File: config.mk
export PLATFORM = sky130hd
export DESIGN_NAME = bounded_integer_set_table_core
export DESIGN_NICKNAME = d
export VERILOG_FILES = /design/src/rtl/bist_pkg.sv /design/src/rtl/bist_cell.sv /design/src/rtl/bounded_integer_set_table_core.sv
export SDC_FILE = /design/constraint.sdc
export NUM_CORES = 1
export LEC_CHECK = 0
export ABC_AREA = 1
export BUFFER_PORTS_ARGS = -buffer_cell sky130_fd_sc_hd__clkbuf_2
export CAP_MARGIN = 0
export CORE_MARGIN = 10
export CORE_UTILIZATION = 35
export CTS_CLUSTER_SIZE = 28
export DETAILED_ROUTE_END_ITERATION = 10
export PLACE_DENSITY = 0.5
export SLEW_MARGIN = 20
export SYNTH_ARGS = -nofsm -noshare
export SYNTH_HDL_FRONTEND = slang
export SYNTH_HIERARCHICAL = 1
export SYNTH_SLANG_ARGS = --single-unit
File: constraint.sdc
create_clock -name clk -period 9.1 [get_ports clk]
set_input_delay 0.91 -clock clk [delete_from_list [all_inputs] [get_ports clk]]
set_output_delay 0.91 -clock clk [all_outputs]
set_load 0.02 [all_outputs]
File: src/rtl/bist_pkg.sv
// ----------------------------------------------------------------------------
// bist_pkg: shared types and codes for the bounded integer set table
// Operation and status codes, and the per-cell control bundle.
// ----------------------------------------------------------------------------
package bist_pkg;

	localparam int unsigned ValueWidth  = 32;
	localparam int unsigned OpWidth     = 2;
	localparam int unsigned StatusWidth = 3;
	localparam int unsigned CountWidth  = 5;

	localparam logic [OpWidth-1:0] OP_INSERT = 2'd0;
	localparam logic [OpWidth-1:0] OP_REMOVE = 2'd1;
	localparam logic [OpWidth-1:0] OP_QUERY  = 2'd2;

	localparam logic [StatusWidth-1:0] ST_INSERTED = 3'd0;
	localparam logic [StatusWidth-1:0] ST_DUP      = 3'd1;
	localparam logic [StatusWidth-1:0] ST_FULL     = 3'd2;
	localparam logic [StatusWidth-1:0] ST_REMOVED  = 3'd3;
	localparam logic [StatusWidth-1:0] ST_ABSENT   = 3'd4;
	localparam logic [StatusWidth-1:0] ST_FOUND    = 3'd5;

	typedef struct packed {
		logic cmp;    // latch compare result against the broadcast value
		logic shift;  // removal: take the neighbor's entry if at or past the hit
		logic load;   // insert: write the broadcast value into this cell
	} cell_ctrl_t;

endpackage

File: src/rtl/bist_cell.sv
// ----------------------------------------------------------------------------
// bist_cell: one slot of the set table
// Holds one entry, compares it with the broadcast value, and passes the
// "hit at or before me" flag toward the tail and its entry toward the head.
// ----------------------------------------------------------------------------
module bist_cell (
	input  logic                                  clk,
	input  logic                                  arst_n,
	input  bist_pkg::cell_ctrl_t                  ctrl,
	input  logic                                  valid,
	input  logic signed [bist_pkg::ValueWidth-1:0] value,
	input  logic signed [bist_pkg::ValueWidth-1:0] next_entry,
	input  logic                                  hit_in,
	output logic                                  hit_out,
	output logic signed [bist_pkg::ValueWidth-1:0] entry
);

	logic signed [bist_pkg::ValueWidth-1:0] entry_q;
	logic                                   match_q;

	assign entry   = entry_q;
	assign hit_out = hit_in | match_q;

	always_ff @(posedge clk or negedge arst_n) begin
		if (!arst_n) begin
			match_q <= 1'b0;
		end else if (ctrl.cmp) begin
			match_q <= valid && (entry_q == value);
		end
	end

	always_ff @(posedge clk) begin
		if (ctrl.load) begin
			entry_q <= value;
		end else if (ctrl.shift && hit_out) begin
			entry_q <= next_entry;
		end
	end

endmodule

File: src/rtl/bounded_integer_set_table_core.sv
// ----------------------------------------------------------------------------
// bounded_integer_set_table_core: set of distinct 32-bit values, kept in insertion order
// A row of DEPTH cells holds the elements; remove compacts the row.
// ----------------------------------------------------------------------------
// Usage:
//   Input channel (in_valid/in_ready) carries op and value. Op insert appends
//   a new value unless it is present or the set is full; remove deletes it and
//   closes the gap; query (and the unused code) tests membership.
//   Output channel (out_valid/out_ready) returns one transfer per item:
//   status, present (value held before the operation) and the new count.
//   cfg_we/cfg_wdata write the capacity; it is clamped to DEPTH internally.
// Timing:
//   An item is compared and then updated: in the accept cycle every cell
//   compares its entry with the value; in the update cycle, once the output
//   register is free, the cells shift or load and the result is registered.
//   No new item is taken before that update is done: the cell row limits it.
// Reset clears the count (empty set) and out_valid, and sets capacity
// to 16. While out_ready is low with a result held, the pending item waits
// in its update cycle and no further item is accepted.
// ----------------------------------------------------------------------------
module bounded_integer_set_table_core #(
	parameter int unsigned DEPTH = 16
) (
	input  logic                                   clk,
	input  logic                                   arst_n,
	input  logic                                   cfg_we,
	input  logic [bist_pkg::CountWidth-1:0]        cfg_wdata,
	input  logic                                   in_valid,
	output logic                                   in_ready,
	input  logic [bist_pkg::OpWidth-1:0]           op,
	input  logic signed [bist_pkg::ValueWidth-1:0] value,
	output logic                                   out_valid,
	input  logic                                   out_ready,
	output logic [bist_pkg::StatusWidth-1:0]       status,
	output logic                                   present,
	output logic [bist_pkg::CountWidth-1:0]        count
);

	localparam int unsigned CW = $clog2(DEPTH + 1);
	localparam int unsigned WW = (CW > bist_pkg::CountWidth) ? CW : bist_pkg::CountWidth;

	logic [bist_pkg::CountWidth-1:0]        capacity_q;
	logic [CW-1:0]                          count_q;
	logic                                   busy_q;
	logic [bist_pkg::OpWidth-1:0]           op_q;
	logic signed [bist_pkg::ValueWidth-1:0] value_q;
	logic                                   out_valid_q;
	logic [bist_pkg::StatusWidth-1:0]       status_q;
	logic                                   present_q;
	logic [bist_pkg::CountWidth-1:0]        count_out_q;

	logic                                   accept;
	logic                                   done;
	logic                                   hit;
	logic                                   room;
	logic                                   do_ins;
	logic                                   do_rem;
	logic [bist_pkg::StatusWidth-1:0]       status_nxt;
	logic [CW-1:0]                          count_nxt;
	logic signed [bist_pkg::ValueWidth-1:0] bcast;

	logic [DEPTH:0]                                 hit_chain;
	logic signed [DEPTH-1:0][bist_pkg::ValueWidth-1:0] entries;
	bist_pkg::cell_ctrl_t [DEPTH-1:0]               ctrl;

	assign in_ready  = !busy_q;
	assign accept    = in_valid && in_ready;
	assign done      = busy_q && (!out_valid_q || out_ready);
	assign out_valid = out_valid_q;
	assign status    = status_q;
	assign present   = present_q;
	assign count     = count_out_q;

	// compare against the incoming value, update with the latched one
	assign bcast        = busy_q ? value_q : value;
	assign hit_chain[0] = 1'b0;
	assign hit          = hit_chain[DEPTH];

	assign room = (WW'(count_q) < WW'(capacity_q)) && (WW'(count_q) < WW'(DEPTH));

	always_comb begin
		do_ins    = 1'b0;
		do_rem    = 1'b0;
		count_nxt = count_q;
		priority if (op_q == bist_pkg::OP_INSERT) begin
			if (hit) begin
				status_nxt = bist_pkg::ST_DUP;
			end else if (room) begin
				status_nxt = bist_pkg::ST_INSERTED;
				do_ins     = 1'b1;
				count_nxt  = count_q + CW'(1);
			end else begin
				status_nxt = bist_pkg::ST_FULL;
			end
		end else if (op_q == bist_pkg::OP_REMOVE) begin
			if (hit) begin
				status_nxt = bist_pkg::ST_REMOVED;
				do_rem     = 1'b1;
				count_nxt  = count_q - CW'(1);
			end else begin
				status_nxt = bist_pkg::ST_ABSENT;
			end
		end else begin
			status_nxt = hit ? bist_pkg::ST_FOUND : bist_pkg::ST_ABSENT;
		end
	end

	genvar i;
	generate
		for (i = 0; i < DEPTH; i++) begin : g_cell
			logic signed [bist_pkg::ValueWidth-1:0] nbr;

			if (i == DEPTH - 1) begin : g_tail
				assign nbr = entries[i];
			end else begin : g_mid
				assign nbr = entries[i+1];
			end

			assign ctrl[i].cmp   = accept;
			assign ctrl[i].shift = done && do_rem;
			assign ctrl[i].load  = done && do_ins && (count_q == CW'(i));

			bist_cell u_cell (
				.clk        (clk),
				.arst_n     (arst_n),
				.ctrl       (ctrl[i]),
				.valid      (CW'(i) < count_q),
				.value      (bcast),
				.next_entry (nbr),
				.hit_in     (hit_chain[i]),
				.hit_out    (hit_chain[i+1]),
				.entry      (entries[i])
			);
		end
	endgenerate

	always_ff @(posedge clk or negedge arst_n) begin
		if (!arst_n) begin
			capacity_q  <= bist_pkg::CountWidth'(16);
			count_q     <= '0;
			busy_q      <= 1'b0;
			out_valid_q <= 1'b0;
		end else begin
			if (cfg_we) begin
				capacity_q <= cfg_wdata;
			end
			if (accept) begin
				busy_q <= 1'b1;
			end else if (done) begin
				busy_q <= 1'b0;
			end
			if (done) begin
				count_q     <= count_nxt;
				out_valid_q <= 1'b1;
			end else if (out_ready) begin
				out_valid_q <= 1'b0;
			end
		end
	end

	always_ff @(posedge clk) begin
		if (accept) begin
			op_q    <= op;
			value_q <= value;
		end
		if (done) begin
			status_q    <= status_nxt;
			present_q   <= hit;
			count_out_q <= bist_pkg::CountWidth'(count_nxt);
		end
	end

endmodule
# Word level (Yosys, flattened, before mapping)

Cells that the tools add are included.

Flip-flop bits (word level): 583
Input bits: 44
Output and inout bits: 11
Logic and storage cells: 234

Add/subtract/negate cells: 2
Order comparisons: 18
Eq/ne operators: 32
Mux-type cells: 52
Bitwise operators: 15
Reduce and logical (&&, ||, !) cells: 74

Operators by type and width:

| operator                                                  | count |
|---|---|
| 2-to-1 mux 32 bit                                         | 31 |
| equality test 32 bit                                      | 16 |
| logical AND 1 bit                                         | 52 |
| equality test 5 x 4 -> 1 bit, second input constant       | 8 |
| less-than comparator 4 x 5 -> 1 bit, first input constant | 8 |
| nonzero test 2 bit                                        | 17 |
| 2-to-1 mux 5 bit                                          | 5 |
| equality test 5 x 3 -> 1 bit, second input constant       | 4 |
| less-than comparator 3 x 5 -> 1 bit, first input constant | 4 |
| OR 1 bit                                                  | 15 |
| 2-to-1 mux 1 bit                                          | 11 |
| equality test 5 x 2 -> 1 bit, second input constant       | 2 |
| less-than comparator 1 x 5 -> 1 bit, first input constant | 2 |
| less-than comparator 2 x 5 -> 1 bit, first input constant | 2 |
| 2-to-1 mux 3 bit                                          | 3 |
| adder 5 x 1 -> 5 bit, second input constant               | 1 |
| equality test 5 x 1 -> 1 bit, second input constant       | 1 |
| zero test 5 bit                                           | 1 |
| less-than comparator 5 bit                                | 1 |
| less-than comparator 5 bit, second input constant         | 1 |
| subtractor 5 x 1 -> 5 bit, second input constant          | 1 |
| 2-to-1 mux 2 bit                                          | 2 |
| equality test 2 x 1 -> 1 bit, second input constant       | 1 |
| zero test 1 bit                                           | 2 |
| 2 further kinds                                           | 2 |

# Logic depth before layout (Yosys ltp)

Gate-level depths: netlist of the first run.

Depth after elaboration: 22
Depth in mapped cells: 25
Mapped depth without buffers: 25

# Modules after synthesis

The synthesis of the first run kept the hierarchy.

Modules (own cells, without submodules):

| module                         | times used | cells an instance | area an instance (um^2) | seq. area each (um^2) |
|---|---|---|---|---|
| bist_cell                      | 16         | 252               | 1929.4                  | 985.9 |
| bounded_integer_set_table_core | 1          | 331               | 2875.3                  | 1562.7 |

# Worst setup path after synthesis of the first run

No wires, ideal clock.

Path type: reg-to-reg
Start point: reg g_cell[0].u_cell.match_q
End point: reg g_cell[9].u_cell.entry_q, in the netlist g_cell[9].u_cell/entry[0] (enable)
Setup time: 0.389 ns
Arrival: 6.516 ns
Required time: 8.711 ns
Path slack: 2.194 ns
Stages on the path, launching flop included: 23
Path buffers: 1
Clock period less this slack: 6.906 ns
Cell sequence: dfrtp_1 -> or2_2 -> or2_2 -> or2_2 -> or2_2 -> or2_2 -> or2_2 -> or2_2 -> or2_2 -> or2_2 -> or2_2 -> or2_2 -> or2_2 -> or2_2 -> or2_2 -> or2_2 -> or2_2 -> nor2_4 -> nand3_4 -> nor4_1 -> inv_2 -> clkbuf_1 -> nand2_1

RTL lines:

| element                | line            | source |
|---|---|---|
| from (decl)            | bist_cell.sv:19 | `logic match_q;` |
| from (signal assigned) | bist_cell.sv:28 | `match_q <= valid && (entry_q == value);` |
| to (signal assigned)   | bist_cell.sv:34 | `entry_q <= value;` |
| to (signal assigned)   | bist_cell.sv:36 | `entry_q <= next_entry;` |
| to (decl)              | bist_cell.sv:18 | `logic signed [bist_pkg::ValueWidth-1:0] entry_q;` |

==> flow_summary.yaml, run 1 <==
logic_synthesis:
  syn_inst: 4363
  synth_enable_flop_cells: 554
  synth_flop_cell: "edfxtp_1"
  synth_area_leaders: "edfxtp_1, nand2_1, inv_1"
  synth_fp_nets: 4415
  async_flop_share_pct: 4.81
  syn_area_sq_um: 33700
  yosys.area.top_type: "edfxtp_1"
  synth-seq-cells: 582
  syn-mean-instance-area_sq_um: 7.73
  ys_types: 39
  synth_top_area_share_pct: 49.3
  yosysWarningCount: 6
  ys_seq_area_share_pct: 51.4
cts:
  cts_htree_levels: 3
  clk_pin_slew_ns: 0.06
  ctsHoldBuffers: 0
  cts_resized: 0
  worst_skew_pair.late_latency_ns: 0.64
  post_cts_buffers: 0
  numCtsBuffers: 71
  clockBufferDepth: 3
  cts_sinks: 582
  cts-root-buf: "clkbuf_16"
  cts_tree: "yes"
sta:
  worst_pin_slew_ns: 1.10
  clock.fmax_ghz: 0.128
  finalSetupViolCount: 0
  finalCriticalPeriod_ns: 7.80
  grt_setup_unrepaired: "false"
  period_share_pct: 85.7
  relSlewSlack_pct: 26.3
  slew_viol_final: 0
  hold_ws_ns: 0.319
  setup_tns_ns: 0
  finalHoldViolations: 0
  setup_slack_ns: 1.30
  clock-skew-final_ns: 0.0336
die:
  start_util_pct: 35.4
  die-area_sq_um: 109000
  ios: 55
  row_count: 113
  die_h_um: 331
  fp.dieW_um: 331
  coreArea_sq_um: 95300
drt:
  avgRoutedWirePerCell_um: 16.7
  drtIter0Drc: 1649
  drc_errors: 0
  first_pass_iters: 5
  vias: 26300
  drt_wl_total_mm: 96.1
  antenna_left: 0
  via_per_inst: 4.57
place:
  dpl.hpwl_mm: 69.5
  gp_congestion: 0.803
  dpl_worst_slack_ns: 1.33
  port_buffers: 54
worst_setup_path:
  worstPathArrival_ns: 8.06
  end_kind: "flip-flop"
  reg2reg_to: "g_cell[2].u_cell/entry[7]"
  r2r_cells: 22
  crit_buf_inv: 2
  crit_path_start_kind: "flip-flop"
  cp.required_ns: 9.36
  cp_slowest_cell: "nor3_2"
  slowest_delay_ns: 0.65
  cpLargestDelayFamily: "simple AND/OR/NAND/NOR gates"
  r2r_slack_ns: 1.30
  cp_cell_sequence: "or2_2 -> or2_2 -> or2_2 -> or2_2 -> or2_2 -> or2_2 -> or2_2 -> or2_2 -> or2_2 -> or2_2 -> or2_2 -> or2_2 -> or2_2 -> or2_2 -> or2_2 -> or2_2 -> nor2_4 -> nand3_4 -> nor3_2 -> inv_2 -> nand2_1 -> buf_4"
  r2r_start: "g_cell[0].u_cell/match_q"
  crit_top_cell: "or2_2"
  cp_max_fo: 54
  critPathKind: "reg2reg"
global_routing:
  grt_pass1_vias: 26100
  grt_antenna_before_repair: 5
  grt_use_met3_pct: 2.39
  grt_max_degree: 55
  grt.total_usage_pct: 17.6
  use_met2_pct: 31.4
  grt.busiest_layer: "met2"
  grt_pass1_wl_mm: 149
  grt-ovfl-total: 0
  grtUsageMet1_pct: 21.3
run_status:
  status: "complete, no violations"
worst_hold_path:
  hold_path.class: "in2async"
run:
  maxCapViolCount: 0
cells_and_area:
  fill_cells: 9955
  drive_gt1_share_pct: 9.00
  area_delta_synth_final_pct: 12.2
  n_antenna_cell: 0
  layout.nets: 4496
pwr:
  p_leak_nw: 17.5
  peakVddDrop_uv: 168
  powerDensity_nw_per_um2: 248
through the flow:
stage          cells  total power, mW  util, %  area [sq um]
6_report        5766             9.39     39.7         37900
3_5_place_dp    5636             6.72     37.4         35600
3_3_place_gp    5636             6.71     37.4         35600
5_1_grt         5766             10.0     39.7         37900
2_1_floorplan   4363             5.50        -         33700
4_1_cts         5766             9.52     39.7         37900
worst max path at each step:
| stage | start | endpoint | slack [ns] | depth (start not counted) |
|---|---|---|---|---|
| 2_1_floorplan | g_cell[0].u_cell/match_q | g_cell[9].u_cell/entry[0] | 2.19 | 22 |
| 3_3_place_gp | g_cell[0].u_cell/match_q | g_cell[2].u_cell/entry[3] | 1.38 | 22 |
| 3_5_place_dp | g_cell[0].u_cell/match_q | g_cell[2].u_cell/entry[7] | 1.33 | 22 |
| 4_1_cts | g_cell[0].u_cell/match_q | g_cell[2].u_cell/entry[24] | 1.30 | 22 |
| 5_1_grt | g_cell[0].u_cell/match_q | g_cell[2].u_cell/entry[24] | 0.91 | 22 |
| 6_report | g_cell[0].u_cell/match_q | g_cell[2].u_cell/entry[7] | 1.30 | 22 |
cells in the final DEF, fill, tap and decap left out, types with 3 or more instances in the layout:
cell          n
nand2_1    1947
inv_1       604
nand4_2      16
o21ai_1     193
xor2_1       16
inv_2        83
nor2_1      220
nand3_1      58
clkinv_8      4
or2_0        16
dfrtp_1      27
clkbuf_2     54
nor3_2        8
or2_2        16
ha_1          8
nand4_1      71
clkbuf_1     15
clkbuf_16    71
clkinv_1     12
edfxtp_1    554
xnor2_1     160
clkinv_2     14
nand2_2      32
inv_6         4
clkbuf_8      7
nor2_2       18
buf_4        61
bufinv_16     3
o21ai_0     189
Yosys cell counts, types with 2 or more instances:
cell	n
a21oi_1	2
nand2_4	2
o21ai_0	189
clkbuf_2	16
inv_2	83
nor3_2	9
ha_1	8
edfxtp_1	554
nand4_1	71
nor2_2	17
nand2_1	1961
o21ai_1	193
buf_2	51
nand4_2	16
nor2_1	222
or2_2	16
or2_0	16
inv_1	604
inv_4	2
xnor2_1	160
clkbuf_1	23
nand3_1	58
buf_1	16
dfrtp_1	27
xor2_1	16
nand2_2	18
power breakdown:
group          total, mW  switching (mW)  internal (mW)
registers           3.23           0.130           3.10
logic               3.41            2.47          0.936
clock network       2.75            1.17           1.59
total               9.39            3.77           5.63
area by class of cell:
cell class                 instances  area, sq um  area share [%]
sequential                       582        17300            45.8
multi-input combinational       2983        13400            35.3
inverter                         690         2590            6.85
clock buffer                      93         1930            5.09
tap                             1265         1580            4.18
timing repair buffer             116          748            1.98
clock inverter                    37          309           0.816
per-layer routing:
layer | vias up | wire length [um]
li1 | 13800 | -
met1 | 12000 | 41300
met2 | 417 | 47600
met3 | 150 | 3610
met4 | 0 | 3580
met5 | - | 0
registers in the layout (all words and copies together) (netlist names), 2 cells and up:
| name | flops |
|---|---|
| g_cell.u_cell/entry | 512 |
| value_q | 32 |
| g_cell.u_cell/match_q | 16 |
| capacity_q | 5 |
| count | 5 |
| count_q | 5 |
| status | 3 |
| op_q | 2 |
kinds of logic (layout without fill, tap and decap cells):
logic type	after synthesis	count (layout)	share of synthesized area [%]
other cells	1	1	0.0111
fa+ha+maj	8	8	0.297
xor+xnor	176	176	4.57
flops	582	582	51.4
compound gates	385	385	5.72
mux	1	1	0.0334
buf+inv	798	936	9.17
simple gates	2412	2412	28.8
No activity file was read; power rests on OpenSTA's default activity.
==> inputs of run 2 (changes only) <==
==> constraint.sdc (replaced) <==
create_clock -name clk -period 9.1 [get_ports clk]
set_input_delay 2.73 -clock clk [delete_from_list [all_inputs] [get_ports clk]]
set_output_delay 2.73 -clock clk [all_outputs]
set_load 0.02 [all_outputs]
==> run 2 against run 1 <==
Clock power about the same. Design area down 0.20%. Critical path depth unchanged. Hold slack better by 0.15 ns. Die area unchanged. Power down 0.51%. Critical endpoint is now g_cell[2].u_cell/entry[3].
==> flow_summary.yaml, run 2 (same netlist as run 1, synthesis figures left out) <==
run_status:
  status: "complete, no violations"
sta:
  period_share_pct: 85.1
  setup_slack_ns: 1.36
  clock.fmax_ghz: 0.129
  setup_tns_ns: 0
  finalHoldViolations: 0
  relSlewSlack_pct: 28.7
  finalSetupViolCount: 0
  grt_setup_unrepaired: "false"
  finalCriticalPeriod_ns: 7.74
  slew_viol_final: 0
  worst_pin_slew_ns: 1.07
  clock-skew-final_ns: 0.0242
cells_and_area:
  instances_no_fill: 5762
  stdcell_area_sq_um: 37800
  area_delta_synth_final_pct: 12.0
  final_cell_mix: "nand2_1, inv_1, edfxtp_1"
  drive_gt1_share_pct: 8.81
  n_antenna_cell: 0
  fill_cells: 9949
  layout_commonest_cell: "nand2_1"
  largest_reg_flops: 512
  layout.nets: 4494
  post-route-util_pct: 39.7
pwr:
  power.switching_mw: 3.72
  p_leak_nw: 17.5
  power_frac_comb_pct: 36.3
  peakVddDrop_uv: 158
  switching_share_pct: 39.8
  power_frac_clock_pct: 29.1
  p_int_mw: 5.63
  powerDensity_nw_per_um2: 247
  p_seq_share_pct: 34.6
place:
  placed_area_sq_um: 35600
  port_buffers: 54
  gp_congestion: 0.801
  dp_cells: 5636
  dpl_worst_slack_ns: 1.38
  dpl.hpwl_mm: 69.3
global_routing:
  grt_pass1_wl_mm: 150
  grt_antenna_before_repair: 1
  grt_max_degree: 55
  grt_pass1_vias: 26100
  grt.total_usage_pct: 17.6
  grt-ovfl-total: 0
worst_hold_path:
  hold_path.class: "reg2reg"
  whs_endpoint: "g_cell[7].u_cell/match_q"
  hold_depth: 2
  worstHoldStart: "g_cell[7].u_cell/match_q"
cts:
  cts_tree: "yes"
  cts_htree_levels: 3
  cts-root-buf: "clkbuf_16"
  clk_pin_slew_ns: 0.06
  ctsHoldBuffers: 0
  worst_skew_pair.late_latency_ns: 0.62
  clockBufferDepth: 3
  cts_sinks: 582
  post_cts_buffers: 0
  numCtsBuffers: 69
  cts_resized: 0
worst_setup_path:
  end_kind: "flip-flop"
  crit_path_start_kind: "flip-flop"
  r2r_slack_ns: 1.36
  r2r_start: "g_cell[0].u_cell/match_q"
  critPathKind: "reg2reg"
  worstPathArrival_ns: 8.00
  cp.required_ns: 9.35
  r2r_cells: 22
  cp_max_fo: 54
  reg2reg_to: "g_cell[2].u_cell/entry[3]"
drt:
  via_per_inst: 4.56
  vias: 26300
  drt_wl_total_mm: 95.7
  drc_errors: 0
  drtIter0Drc: 1495
  avgRoutedWirePerCell_um: 16.6
  antenna_left: 0
  first_pass_iters: 5
run:
  maxCapViolCount: 0
die:
  coreArea_sq_um: 95300
  start_util_pct: 35.4
  row_count: 113
  fp.dieW_um: 331
  die-area_sq_um: 109000
  die_h_um: 331
  ios: 55
## run 2: cell types whose count changed in the layout (fill, tap and decap cells not counted), sizes merged
cell / before / now
clkinv: 30 / 28
clkbuf: 147 / 143
bufinv: 3 / 5
## run 2: area by class of cell
| class | instances | area, sq um | area share [%] |
|---|---|---|---|
| clock inverter | 37 | 319 | 0.844 |
| inverter | 690 | 2590 | 6.87 |
| timing repair buffer | 116 | 736 | 1.95 |
| sequential | 582 | 17300 | 45.9 |
| clock buffer | 89 | 1860 | 4.93 |
| tap | 1265 | 1580 | 4.19 |
| multi-input combinational | 2983 | 13400 | 35.4 |
## run 2: power by group through the flow
| stage | clock, mW | sequential [mW] | combinational, mW |
|---|---|---|---|
| 3_3_place_gp | 0 | 3.29 | 3.43 |
| 3_5_place_dp | 0 | 3.29 | 3.43 |
| 5_1_grt | 2.88 | 3.25 | 3.84 |
| 2_1_floorplan | 0 | 3.24 | 2.26 |
| 6_report | 2.72 | 3.23 | 3.39 |
| 4_1_cts | 2.80 | 3.23 | 3.45 |
## run 2: layer usage
metal / track usage (%) / routed length (um)
met5: 0 / 0
met4: 6.32 / 3260
met1: 21.5 / 41700
met2: 31.8 / 48000
met3: 1.91 / 2740
## run 2: worst max-delay path, stage by stage (launching register included)
cell and delay (ns):
dfrtp_1 0.37, or2_2 0.30, or2_2 0.29, or2_2 0.29
or2_2 0.28, or2_2 0.30, or2_2 0.29, or2_2 0.30
or2_2 0.30, or2_2 0.31, or2_2 0.29, or2_2 0.28
or2_2 0.28, or2_2 0.28, or2_2 0.29, or2_2 0.28
or2_2 0.35, nor2_4 0.21, nand3_4 0.27, nor3_2 0.61
inv_2 0.54, nand2_1 0.19, buf_4 0.41
## run 2: worst max path at each step
| stage | from | to | slack (ns) | cells after the start |
|---|---|---|---|---|
| after floorplan | g_cell[0].u_cell/match_q | g_cell[9].u_cell/entry[0] | 2.19 | 22 |
| after global placement | g_cell[0].u_cell/match_q | g_cell[15].u_cell/entry[15] | 1.37 | 22 |
| after detailed placement | g_cell[0].u_cell/match_q | g_cell[2].u_cell/entry[7] | 1.38 | 22 |
| after CTS | g_cell[0].u_cell/match_q | g_cell[2].u_cell/entry[3] | 1.35 | 22 |
| after global routing | g_cell[0].u_cell/match_q | g_cell[3].u_cell/entry[7] | 0.96 | 22 |
| final | g_cell[0].u_cell/match_q | g_cell[2].u_cell/entry[3] | 1.36 | 22 |
## run 2: through the flow
step	hold WS (ns)	total power [mW]
2_1_floorplan	0.441	5.50
3_3_place_gp	0.464	6.71
3_5_place_dp	0.458	6.72
4_1_cts	0.474	9.48
5_1_grt	0.488	9.97
6_report	0.471	9.35
==> inputs of run 3 (changes only) <==
Settings changed: CELL_PAD_IN_SITES_DETAIL_PLACEMENT set to 1, CELL_PAD_IN_SITES_GLOBAL_PLACEMENT set to 1, PLACE_DENSITY 0.5 to 0.63.
==> run 3 against run 2 <==
Sequential power is essentially flat. Cell count grew 0.16%. Non-clock buffer count grew 4. Clock-buffer cell count grew 16. Global-route usage grew 0.22 points. Hold slack gained 0.0071 ns. Clock power grew 1%. Design area grew 0.26%. Critical endpoint is now g_cell[9].u_cell/entry[15]. Largest power group unchanged.
==> flow_summary.yaml, run 3 (same netlist as run 1, synthesis figures left out) <==
worst_setup_path:
  cp.required_ns: 9.39
  worstPathArrival_ns: 7.91
  reg2reg_to: "g_cell[9].u_cell/entry[15]"
  end_kind: "flip-flop"
  critPathKind: "reg2reg"
  r2r_start: "g_cell[0].u_cell/match_q"
  cp_max_fo: 54
  r2r_slack_ns: 1.48
  r2r_cells: 23
  crit_path_start_kind: "flip-flop"
cts:
  worst_skew_pair.late_latency_ns: 0.62
  cts_tree: "yes"
  cts_htree_levels: 3
  clk_pin_slew_ns: 0.06
  cts_resized: 0
  cts-root-buf: "clkbuf_16"
  cts_sinks: 582
  clockBufferDepth: 3
  ctsHoldBuffers: 0
  numCtsBuffers: 72
  post_cts_buffers: 0
sta:
  setup_tns_ns: 0
  worst_pin_slew_ns: 1.04
  finalCriticalPeriod_ns: 7.62
  period_share_pct: 83.8
  grt_setup_unrepaired: "false"
  clock.fmax_ghz: 0.131
  finalSetupViolCount: 0
  slew_viol_final: 0
  relSlewSlack_pct: 30.3
  clock-skew-final_ns: 0.0152
  finalHoldViolations: 0
cells_and_area:
  largest_reg_flops: 512
  n_antenna_cell: 0
  area_delta_synth_final_pct: 12.3
  stdcell_area_sq_um: 37900
  seqCellArea_sq_um: 17300
  drive_gt1_share_pct: 8.81
  final_cell_mix: "nand2_1, inv_1, edfxtp_1"
  fill_cells: 11700
  multi_input_area_sq_um: 13400
  post-route-util_pct: 39.8
  layout.nets: 4501
  layout_commonest_cell: "nand2_1"
global_routing:
  grt_max_degree: 55
  grt.total_usage_pct: 17.8
  grt_pass1_wl_mm: 154
  grt_pass1_vias: 28200
  grt-ovfl-total: 0
  grt_antenna_before_repair: 0
place:
  port_buffers: 54
  dpl.hpwl_mm: 73.2
  gp_congestion: 0.801
  placed_area_sq_um: 35700
drt:
  vias: 26600
  antenna_left: 0
  avgRoutedWirePerCell_um: 16.8
  via_per_inst: 4.61
  first_pass_iters: 4
  drc_errors: 0
  drtIter0Drc: 1035
  drt_wl_total_mm: 96.9
pwr:
  p_leak_nw: 17.5
  power_frac_comb_pct: 36.4
  p_seq_share_pct: 34.2
  peakVddDrop_uv: 161
  p_int_mw: 5.65
  power.switching_mw: 3.75
  p_total_mw: 9.40
  switching_share_pct: 39.9
  power_frac_clock_pct: 29.3
  powerDensity_nw_per_um2: 248
worst_hold_path:
  hold_path.class: "reg2reg"
  hold_depth: 2
  worstHoldStart: "g_cell[3].u_cell/match_q"
  whs_endpoint: "g_cell[3].u_cell/match_q"
die:
  die_h_um: 331
  row_count: 113
  die-area_sq_um: 109000
  fp.dieW_um: 331
  start_util_pct: 35.4
  ios: 55
  coreArea_sq_um: 95300
run:
  maxCapViolCount: 0
run_status:
  status: "complete, no violations"
==> run 3: changes by cell type in the layout (fill, tap and decap cells not counted), moves of 2 or more <==
cell / change
clkbuf_16: +5
buf_12: +2
nand2_4: +2
clkinv_1: -5
clkbuf_1: +13
clkinv_2: -2
clkbuf_8: -2
bufinv_16: -2
buf_4: +2
==> run 3: how the worst max path moves through the flow <==
stage	start	slack, ns	endpoint	cells past startpoint
finish	g_cell[0].u_cell/match_q	1.48	g_cell[9].u_cell/entry[15]	23
floorplan	g_cell[0].u_cell/match_q	2.19	g_cell[9].u_cell/entry[0]	22
global route	g_cell[0].u_cell/match_q	1.06	g_cell[9].u_cell/entry[15]	23
CTS	g_cell[0].u_cell/match_q	1.48	g_cell[9].u_cell/entry[15]	23
global placement	g_cell[0].u_cell/match_q	1.55	g_cell[9].u_cell/entry[3]	23
detailed placement	g_cell[0].u_cell/match_q	1.53	g_cell[9].u_cell/entry[0]	23
==> run 3: power groups by stage <==
| stage | Sequential, mW | Clock (mW) | Combinational (mW) |
|---|---|---|---|
| after floorplan | 3.24 | 0 | 2.26 |
| after global placement | 3.27 | 0 | 3.42 |
| after detailed placement | 3.27 | 0 | 3.48 |
| after CTS | 3.22 | 2.84 | 3.51 |
| after global routing | 3.23 | 2.94 | 3.89 |
| final | 3.22 | 2.76 | 3.42 |
==> run 3: cell type report <==
cell class / count / area share, %
Multi-Input combinational cell: 2983 / 35.3
Timing Repair Buffer: 120 / 2.09
Inverter: 690 / 6.85
Sequential cell: 582 / 45.8
Clock inverter: 26 / 0.542
Tap cell: 1265 / 4.18
Clock buffer: 105 / 5.30
==> run 3: worst max-delay path: stages (launching register included) <==
cell and delay, ns:
dfrtp_1 0.37, or2_2 0.30, or2_2 0.29, or2_2 0.29, or2_2 0.29, or2_2 0.30
or2_2 0.31, or2_2 0.30, or2_2 0.29, or2_2 0.30, or2_2 0.30, or2_2 0.29
or2_2 0.30, or2_2 0.29, or2_2 0.29, or2_2 0.29, or2_2 0.35, nor2_4 0.21
nand3_4 0.27, nor4_2 0.22, buf_4 0.21, inv_2 0.30, nand2_1 0.55, buf_4 0.38
==> run 3: layer usage <==
layer	vias up	share of wire, %	track usage, %
met5	-	0	0
met4	0	2.8	5.23
met3	131	2.3	2.33
met2	246	52	33.7
met1	12400	43	20.7
li1	13800	-	-
==> run 3: per-stage QoR <==
stage | instances | hold slack, ns | setup slack [ns]
floorplan | 4363 | 0.441 | 2.19
global placement | 5640 | 0.458 | 1.55
detailed placement | 5640 | 0.462 | 1.53
CTS | 5771 | 0.477 | 1.48
global route | 5771 | 0.502 | 1.06
finish | 5771 | 0.478 | 1.48
